[config.mk]
export PLATFORM = sky130hd
export DESIGN_NAME = fpps_ctrl
export DESIGN_NICKNAME = d
export VERILOG_FILES = /design/src/hdl/fpps_pkg.sv /design/src/hdl/fpps_ctrl.sv
export SDC_FILE = /design/constraint.sdc
export NUM_CORES = 1
export LEC_CHECK = 0
export ABC_CLOCK_PERIOD_IN_PS = 1800
export BUFFER_PORTS_ARGS = -buffer_cell sky130_fd_sc_hd__buf_2
export CAP_MARGIN = 10
export CORE_ASPECT_RATIO = 1.1
export CORE_UTILIZATION = 31
export CTS_CLUSTER_SIZE = 30
export DETAILED_ROUTE_END_ITERATION = 8
export REMOVE_ABC_BUFFERS = 1
export SYNTH_ARGS = -nofsm -noshare
export SYNTH_HDL_FRONTEND = slang
export SYNTH_SLANG_ARGS = --single-unit
[constraint.sdc]
create_clock -name clock -period 1.8 [get_ports clock]
set_input_delay 0.18 -clock clock [delete_from_list [all_inputs] [get_ports clock]]
set_output_delay 0.18 -clock clock [all_outputs]
set_load 0.01 [all_outputs]
[src/hdl/fpps_pkg.sv]
// shared types and constants for the frenet polynomial path sampler
// used by the controller, the datapath and the top level
package fpps_pkg;

   localparam int unsigned CfgWidth = 24;
   localparam int unsigned Q30Shift = 30;
   localparam logic [31:0] Q30One = 32'h4000_0000;

   localparam logic [1:0] RegTimeHorizon    = 2'd0;
   localparam logic [1:0] RegLateralHorizon = 2'd1;
   localparam logic [1:0] RegSampleInterval = 2'd2;

   typedef enum logic [10:0] {
      ST_IDLE   = 11'b00000000001,
      ST_CHECK  = 11'b00000000010,
      ST_DIV    = 11'b00000000100,
      ST_POLY1  = 11'b00000001000,
      ST_POLY2  = 11'b00000010000,
      ST_POLY3  = 11'b00000100000,
      ST_POLY4  = 11'b00001000000,
      ST_POLY5  = 11'b00010000000,
      ST_POLY6  = 11'b00100000000,
      ST_POLY7  = 11'b01000000000,
      ST_OUT    = 11'b10000000000
   } state_type;

   typedef struct packed {
      logic load;
      logic div_start;
      logic poly1;
      logic poly2;
      logic poly3;
      logic poly4;
      logic poly5;
      logic poly6;
      logic poly7;
      logic emit;
      logic advance;
   } cmd_type;

   typedef struct packed {
      logic stop;
      logic is_final;
      logic div_done;
      logic out_busy;
   } sts_type;

endpackage

[src/hdl/fpps_ctrl.sv]
// sequencing controller for the frenet path sampler
// depends on fpps_pkg
module fpps_ctrl (
   input  logic              clock,
   input  logic              reset,
   input  logic              in_valid,
   output logic              in_ready,
   input  fpps_pkg::sts_type sts,
   output fpps_pkg::cmd_type cmd
);
   import fpps_pkg::*;

   state_type state_ff, state_in;

   always_comb begin
      state_in = state_ff;
      cmd      = '0;
      in_ready = (state_ff == ST_IDLE);
      unique case (state_ff)
         ST_IDLE: begin
            if (in_valid) begin
               cmd.load = 1'b1;
               state_in = ST_CHECK;
            end
         end
         ST_CHECK: begin
            if (sts.stop) begin
               state_in = ST_IDLE;
            end else begin
               cmd.div_start = 1'b1;
               state_in = ST_DIV;
            end
         end
         ST_DIV: begin
            if (sts.div_done) state_in = ST_POLY1;
         end
         ST_POLY1: begin cmd.poly1 = 1'b1; state_in = ST_POLY2; end
         ST_POLY2: begin cmd.poly2 = 1'b1; state_in = ST_POLY3; end
         ST_POLY3: begin cmd.poly3 = 1'b1; state_in = ST_POLY4; end
         ST_POLY4: begin cmd.poly4 = 1'b1; state_in = ST_POLY5; end
         ST_POLY5: begin cmd.poly5 = 1'b1; state_in = ST_POLY6; end
         ST_POLY6: begin cmd.poly6 = 1'b1; state_in = ST_POLY7; end
         ST_POLY7: begin cmd.poly7 = 1'b1; state_in = ST_OUT; end
         ST_OUT: begin
            if (!sts.out_busy) begin
               cmd.emit = 1'b1;
               if (sts.is_final) begin
                  state_in = ST_IDLE;
               end else begin
                  cmd.advance = 1'b1;
                  state_in = ST_CHECK;
               end
            end
         end
         default: state_in = ST_IDLE;
      endcase
   end

   always_ff @(posedge clock) begin
      if (reset) state_ff <= ST_IDLE;
      else       state_ff <= state_in;
   end

   assert property (@(posedge clock) disable iff (reset)
      cmd.emit |-> (state_ff == ST_OUT)) else $error("emit outside output state");
   assert property (@(posedge clock) disable iff (reset)
      cmd.load |=> (state_ff == ST_CHECK)) else $error("load did not start check");
   assert property (@(posedge clock) disable iff (reset)
      (state_ff == ST_POLY7) |=> (state_ff == ST_OUT)) else $error("poly chain broken");
endmodule

==> flow_summary.json, run 1 <==
{
  "dpl.cell_count": 139,
  "num_rows": 17,
  "area.growth.synth_to_final_pct": 67.41,
  "grt_setup_unrepaired": "true",
  "cts_buffers": 3,
  "drt_iter0_drc": 13,
  "first_global_vias": 655,
  "fin_crit_sh": 1.068,
  "fp.dieH_microns": 50.97,
  "ys_async_sr_fraction": 0,
  "relSlewSlack": 0.6917,
  "clock-sinks": 11,
  "wl_per_cell_microns": 13.86,
  "synth_area_leaders": "dfxtp_1, and3_1, nor3b_1, nor2_1, nor4_4",
  "ys_top_cells_by_count": "dfxtp_1, and3_1, nor2_1, nor3b_1",
  "seq_area_frac_synth": 0.3259,
  "violations": "setup timing",
  "finalPower_uw": 678.7,
  "arrival_ps": 1740,
  "wirelength_microns": 2106,
  "hold_slack_ps": 113.7,
  "drv_cap": 0,
  "diodes": 0,
  "ys_types": 32,
  "yosys_most_used_dff": "dfxtp_1",
  "drive_gt1_frac": 0.5565,
  "postCtsHoldBufs": 0,
  "die-area_sq_um": 2370,
  "fmax_mhz": 520.0,
  "critical_path_required_ps": 1620,
  "route.vias.total": 761,
  "grt_max_degree": 8,
  "synth.top_cell.area_share": 0.3259,
  "synth-edff-count": 0,
  "core_sq_um": 2021,
  "ioPinCount": 19,
  "root_buffer": "clkbuf_4",
  "slew_violations": 0,
  "drtAntennaViolNets": 0,
  "leakage_nw": 0.5321,
  "tritoncts": "built",
  "fin_crit_ps": 1923,
  "grt_pass1_wl_microns": 3167,
  "fin_nets": 132,
  "finClkSkew_ps": 2.226,
  "largest_reg_flops": 11,
  "critPathKind": "reg2out",
  "hold_path_class": "in2reg",
  "finalNonFillerCells": 152,
  "post-place-ws_ps": -33.68,
  "clock_latency_ps": 270,
  "dr.pass1.iters": 4,
  "gp_congestion": 0.8657,
  "yosysWarningCount": 0,
  "worst_pin_slew_ps": 461.5,
  "synthCells": 80,
  "final_area_sq_um": 1131,
  "synth_most_common_cell": "dfxtp_1",
  "post-route-drc-count": 0,
  "overflow": 0,
  "setup.worst_path.start_class": "flop",
  "avgSynthCellArea_sq_um": 8.446,
  "die_w_microns": 46.51,
  "power_density_nw_per_um2": 600.0,
  "top_regs": "state_ff: 11 flops",
  "hold_violations": 0,
  "io_buffer_count": 18,
  "track_usage": 0.1955,
  "end_kind": "output pin",
  "antenna_found_initial": 0,
  "worst-path-max-fanout": 4,
  "ys_ff_latch": 11,
  "mappedNetlistArea_sq_um": 675.6,
  "ctsLongestPathBuffers": 2,
  "initial_core_util": 0.3344,
  "setup_slack_ps": -123.0,
  "place_area_sq_um": 898.4,
  "fillers": 192,
  "synth_top_cell_by_area": "dfxtp_1",
  "path_clk_slew_ps": 70,
  "h-tree-depth": 1,
  "dp.final_hpwl_microns": 1376,
  "irDropWorstVdd_mv": 0.4090,
  "regMostFlops": "state_ff",
  "setup_viol": 7,
  "status": "finished, violations left",
  "viasPerCell": 5.007
}
==> layout by cell type, fill, tap and decap left out, drive strengths merged <==
master,netlist,routed
buf,0,40
dfxtp,11,11
nor2,10,10
and3,9,9
nor3b,5,5
nand2,4,4
o21ai,4,4
clkbuf,0,4
nor3,4,4
nor2b,3,3
nor4,2,2
or2,2,2
inv,2,2
and2,2,2
o21a,2,2
xor2,2,2
and4,2,2
a21oi,2,2
a21boi,2,2
or3,1,1
nand4b,1,1
or4,1,1
and2b,1,1
nand2b,1,1
nand4,1,1
a21o,1,1
o311ai,1,1
a2bb2oi,1,1
o211ai,1,1
a32oi,1,1
a31o,1,1
==> worst max-delay path, stage by stage, from the launching register on <==
cell and delay, ps:
dfxtp_1 310, or4_4 590, nor3b_2 230, nand2_1 80, nor2_1 110, buf_2 150
==> metal layers <==
metal / routed length (microns) / vias to the layer above / share of wire / GRT usage
met4: 38 / 0 / 0.018 / 0.08824
met3: 110 / 5 / 0.052 / 0.04240
met1: 886 / 349 / 0.42 / 0.2441
met5: 0 / - / 0 / 0
li1: - / 384 / - / -
met2: 1071 / 23 / 0.51 / 0.3102
==> final timing paths <==
check / startpoint / end / slack [ps] / cells after the start
min reg2reg: state_ff[1] / state_ff[3] / 720 / 4
max reg2reg: state_ff[2] / state_ff[9] / -20 / 6
min: reset / state_ff[3] / 110 / 2
max: state_ff[2] / cmd[9] / -120 / 5
==> kinds of logic (layout without fill, tap and decap cells) <==
| logic type | Yosys count | after routing | synth area share |
|---|---|---|---|
| AO/OA/AOI/OAI | 16 | 16 | 0.1796 |
| XOR/XNOR | 2 | 2 | 0.02593 |
| buffers and inverters | 2 | 46 | 0.01112 |
| flip-flops | 11 | 11 | 0.3259 |
| AND/OR/NAND/NOR | 49 | 49 | 0.4574 |
==> stage by stage <==
step | TNS, ps | util
finish | -420.0 | 0.5598
global route | -1304 | 0.5598
detailed placement | -129.7 | 0.4446
CTS | -304.3 | 0.5053
global placement | -69.83 | 0.4446
floorplan | 0 | -
==> where the power goes <==
| part | internal (mW) | switching, mW |
|---|---|---|
| logic | 0.133 | 0.109 |
| registers | 0.255 | 0.0128 |
| clock network | 0.0858 | 0.0834 |
| total | 0.474 | 0.205 |
==> what timing repair did <==
action | 4_1_cts | 5_1_grt
gates resized for setup | 13 | 19
setup buffers | 6 | 4
pin swaps | 7 | 7
setup endpoints to repair | 13 | 21
endpoints found under the hold margin | 0 | 0
==> cell type report <==
type,count,area [sq um],area share
repair buffers,40,291.5,0.2577
flip-flops and latches,11,225.2,0.1991
inverters,2,7.507,0.006637
clock buffers,4,26.28,0.02323
well taps,28,35.03,0.03097
multi-input cells,67,545.5,0.4823
(Power assumes the default switching activity.)
==> inputs of run 2 (changes only) <==
ABC_CLOCK_PERIOD_IN_PS = 2500   (was 1800)
CORE_MARGIN = 8   (was default)
PLACE_DENSITY_LB_ADDON = 0.05   (was default)
clock period = 2.5 ns   (was 1.8 ns; I/O delays follow)
==> run 2 against run 1 <==
  * The run now ends clean
  * Combinational power shrank 60%
  * Cell area shrank 26%
  * First-iteration DRC count grew 120%
  * Non-clock buffer count shrank 21
  * Global-route usage shrank 9.2 points
  * Register-to-register slack gained 610 ps
  * Flip-flop and latch count is the same
  * Sequential share of layout area grew 6.5 points
  * Clock power shrank 27%
  * Count of clock-buffer cells in the layout is the same
  * Worst hold slack gained 64 ps
  * Critical endpoint unchanged
  * Largest cell class unchanged
  * Largest power group unchanged
  * Highest routed layer unchanged
==> flow_summary.json, run 2 (synthesis results as in run 1) <==
{
  "grt_setup_unrepaired": "false",
  "die-area_sq_um": 3931,
  "power_switching_uw": 122.6,
  "hold_violations": 0,
  "tritoncts": "built",
  "ctsLongestPathBuffers": 2,
  "num_rows": 17,
  "critical_path_required_ps": 2250,
  "grt_max_degree": 8,
  "dp.final_hpwl_microns": 1440,
  "drtAntennaViolNets": 0,
  "wl_per_cell_microns": 13.96,
  "post-route-drc-count": 0,
  "clockPowerShare": 0.298,
  "drt_iter0_drc": 29,
  "clock_latency_ps": 270,
  "fillers": 234,
  "worst-path-max-fanout": 5,
  "crit_chain": "or4_4 -> nor3b_1 -> nand2_1 -> nor2_1 -> buf_2",
  "pwr-share-comb": 0.236,
  "setup_viol": 0,
  "largest_reg_flops": 11,
  "final_cell_mix": "buf_2, dfxtp_1, nor2_1, and3_1, nor3b_1",
  "hold_depth": 2,
  "fmax_mhz": 472.0,
  "status": "completed",
  "slowest_delay_ps": 580,
  "reg2reg_setup_slack_ps": 590,
  "reg2reg_depth": 5,
  "h-tree-depth": 1,
  "root_buffer": "clkbuf_4",
  "arrival_ps": 1870,
  "crit_family": "simple AND/OR/NAND/NOR gates",
  "end_kind": "output pin",
  "first_global_vias": 707,
  "fin_crit_ps": 2119,
  "irDropWorstVdd_mv": 0.2158,
  "setup.worst_path.start_class": "flop",
  "drive_gt1_frac": 0.2913,
  "power_density_nw_per_um2": 496.5,
  "route.vias.total": 663,
  "drv_cap": 0,
  "final_common_cell": "buf_2",
  "die_w_microns": 60.51,
  "wirelength_microns": 1829,
  "r2r-end": "state_ff[0]",
  "clock-sinks": 11,
  "antenna_found_initial": 0,
  "switching_share": 0.2958,
  "initial_core_util": 0.3309,
  "hold_path_class": "in2reg",
  "dpl.cell_count": 127,
  "postCtsHoldBufs": 0,
  "dr.pass1.iters": 4,
  "grt_pass1_wl_microns": 3036,
  "regMostFlops": "state_ff",
  "power.internal_uw": 291.8,
  "slew_violations": 0,
  "diodes": 0,
  "path_clk_slew_ps": 80,
  "worst_pin_slew_ps": 303.4,
  "cts_resized": 0,
  "top_regs": "state_ff: 11 flops",
  "track_usage": 0.1034,
  "leakage_nw": 0.4094,
  "setup_tns_ps": 0,
  "timing.rr.start": "state_ff[6]",
  "relSlewSlack": 0.7952,
  "hold_slack_ps": 177.8,
  "overflow": 0,
  "viasPerCell": 5.061,
  "core_sq_um": 2042,
  "ioPinCount": 19,
  "seqPwrFrac": 0.466,
  "finClkSkew_ps": 6.356,
  "finalNonFillerCells": 131,
  "fp.dieH_microns": 64.97,
  "post-cts-setup-buffers": 0,
  "hold_path.startpoint": "reset",
  "gp_congestion": 0.7529,
  "cts_buffers": 3,
  "fin_crit_sh": 0.8475,
  "crit_buf_inv": 1,
  "area.growth.synth_to_final_pct": 23.52,
  "io_buffer_count": 18,
  "cp_slowest_cell": "or4_4",
  "fin_nets": 111,
  "critPathKind": "reg2out",
  "whs_endpoint": "state_ff[10]"
}
-- run 2: cell type report --
cell class / instances / area (sq um) / area share
clock buffer: 4 / 26.28 / 0.03148
timing repair buffer: 19 / 97.59 / 0.1169
multi-input combinational: 67 / 447.9 / 0.5367
inverter: 2 / 7.507 / 0.008996
tap: 28 / 35.03 / 0.04198
sequential: 11 / 220.2 / 0.2639
-- run 2: worst max-delay path by stage --
stage	start	to	slack (ps)	cells after the start
finish	state_ff[2]	cmd[9]	380	5
CTS	state_ff[2]	cmd[9]	370	5
global placement	state_ff[6]	state_ff[0]	600	5
global route	state_ff[2]	cmd[9]	240	5
floorplan	state_ff[2]	state_ff[5]	710	5
detailed placement	state_ff[6]	state_ff[0]	600	5
-- run 2: per-stage QoR --
step                setup slack (ps)  area (sq um)  power, mW    util
floorplan                      712.4         675.6     0.2601       -
global placement               603.0         808.3     0.2959  0.3958
detailed placement             598.6         808.3     0.2956  0.3958
CTS                            367.7         834.6     0.4203  0.4087
global route                   241.4         834.6     0.4441  0.4087
finish                         381.3         834.6     0.4144  0.4087
-- run 2: layer usage --
layer | routed length (microns) | vias to the layer above | share of wire | GRT usage
met4 | 14 | 0 | 0.0077 | 0.06122
met1 | 910 | 296 | 0.50 | 0.1228
li1 | - | 345 | - | -
met2 | 801 | 20 | 0.44 | 0.1537
met5 | 0 | - | 0 | 0
met3 | 103 | 2 | 0.056 | 0.03748
-- run 2: power groups by stage --
stage | clock network (mW) | logic [mW] | registers [mW]
CTS | 0.128 | 0.0992 | 0.193
finish | 0.124 | 0.0977 | 0.193
global placement | 0 | 0.0988 | 0.197
detailed placement | 0 | 0.0985 | 0.197
global route | 0.140 | 0.109 | 0.195
floorplan | 0 | 0.0666 | 0.194
==> inputs of run 3 (changes only) <==
ABC_CLOCK_PERIOD_IN_PS = 2000   (was 2500)
clock period = 2 ns   (was 2.5 ns; I/O delays follow)
==> run 3 against run 2 <==
  * Critical path depth unchanged
  * Cell area increased by 14%
  * Sequential power up 29%
  * Clock skew rose by 1.2 ps
  * Flip-flop and latch count unchanged
  * Cell count increased by 7.6%
  * Total power grew 36%
  * First-iteration DRC count is 62% lower
==> flow_summary.json, run 3 (synthesis results as in run 1) <==
{
  "antenna_found_initial": 0,
  "area.growth.synth_to_final_pct": 41.11,
  "cts_buffers": 3,
  "fin_util": 0.4669,
  "overflow": 0,
  "h-tree-depth": 1,
  "multiInputGateArea_sq_um": 488.0,
  "route.vias.total": 715,
  "ctsLongestPathBuffers": 2,
  "relSlewSlack": 0.7789,
  "worst-path-max-fanout": 5,
  "worst_pin_slew_ps": 327.5,
  "die-area_sq_um": 3931,
  "crit_buf_inv": 1,
  "first_global_vias": 727,
  "end_kind": "output pin",
  "crit_family": "simple AND/OR/NAND/NOR gates",
  "critPathKind": "reg2out",
  "setup_tns_ps": 0,
  "setup_slack_ps": 42.11,
  "fin_crit_ps": 1958,
  "final_common_cell": "buf_2",
  "core_sq_um": 2042,
  "io_buffer_count": 18,
  "timing.rr.start": "state_ff[6]",
  "fillers": 223,
  "finalPower_uw": 561.7,
  "ioPinCount": 19,
  "finalNonFillerCells": 141,
  "gp_congestion": 0.7815,
  "drv_cap": 0,
  "tritoncts": "built",
  "grt_max_degree": 8,
  "fin_nets": 121,
  "drtAntennaViolNets": 0,
  "path_clk_slew_ps": 80,
  "root_buffer": "clkbuf_4",
  "top_regs": "state_ff: 11 flops",
  "setup.worst_path.start_class": "flop",
  "post-place-ws_ps": 158.1,
  "slew_violations": 0,
  "crit_chain": "or4_4 -> nor3b_2 -> nand2_1 -> nor2_2 -> buf_2",
  "drive_gt1_frac": 0.4425,
  "diodes": 0,
  "grt_setup_unrepaired": "true",
  "power_density_nw_per_um2": 589.1,
  "hold_path_class": "in2reg",
  "irDropWorstVdd_mv": 0.3032,
  "largest_reg_flops": 11,
  "wl_per_cell_microns": 14.25,
  "fin_crit_sh": 0.9789,
  "startpoint": "state_ff[3]",
  "fmax_mhz": 510.8,
  "regMostFlops": "state_ff",
  "critical_path_required_ps": 1800,
  "dpl.cell_count": 135,
  "finClkSkew_ps": 7.554,
  "viasPerCell": 5.071,
  "clock-sinks": 11,
  "post-route-drc-count": 0,
  "final_cell_mix": "buf_2, buf_4, nor2_1, and3_1, dfxtp_1",
  "regArea_sq_um": 224.0,
  "hold_violations": 0,
  "dr.pass1.iters": 4,
  "slowest_delay_ps": 570,
  "track_usage": 0.1107,
  "hold_path.startpoint": "reset",
  "dp.final_hpwl_microns": 1499,
  "arrival_ps": 1760,
  "fp.dieH_microns": 64.97,
  "die_w_microns": 60.51,
  "wirelength_microns": 2009,
  "status": "completed",
  "cp_slowest_cell": "or4_4",
  "setup_viol": 0,
  "reg2reg_setup_slack_ps": 150,
  "num_rows": 17,
  "drt_iter0_drc": 11,
  "leakage_nw": 0.4598,
  "grt_pass1_wl_microns": 3256,
  "initial_core_util": 0.3309,
  "clock_latency_ps": 290
}
-- run 3: cell count changes in the layout (fill, tap and decap cells not counted), moves of 2 or more --
cell     before  now
nor3b_2       0    2
nor3b_1       5    3
dfxtp_2       0    3
buf_4         1   11
dfxtp_1      11    8
-- run 3: final timing paths --
| kind | end | cells past startpoint |
|---|---|---|
| min | state_ff[3] | 2 |
| min reg2reg | state_ff[3] | 4 |
| max reg2reg | state_ff[0] | 6 |
| max | cmd[9] | 5 |
-- run 3: power by group --
group          leakage [nW]  switching (mW)  internal, mW  total [mW]
logic                 0.355          0.0679        0.0797       0.148
registers            0.0896          0.0200         0.229       0.249
clock network        0.0150          0.0870        0.0777       0.165
-- run 3: final cells by class --
type / instances / area share
inverter: 2 / 0.007874
clock buffer: 4 / 0.02756
tap: 28 / 0.03675
timing repair buffer: 29 / 0.1811
multi-input combinational: 67 / 0.5118
sequential: 11 / 0.2349
-- run 3: metrics by stage --
step | instance area (sq um) | hold slack [ps]
after floorplan | 675.6 | 269.1
after global placement | 868.3 | 422.7
after detailed placement | 868.3 | 430.3
after CTS | 907.1 | 131.0
after global routing | 953.4 | 127.1
final | 953.4 | 118.6
-- run 3: layer usage --
metal	global-route usage	part of all wire	vias to the layer above	wire, microns
met4	0.06997	0.023	0	46
met3	0.03945	0.083	5	166
met1	0.1370	0.46	318	930
li1	-	-	361	-
met2	0.1564	0.43	31	866
met5	0	0	-	0
-- run 3: timing repair --
action,in CTS,in global routing
setup buffers,0,2
pin swaps,1,3
hold buffers,0,0
setup endpoints to repair,4,10
gates resized for setup,3,8
hold endpoints to repair,0,0
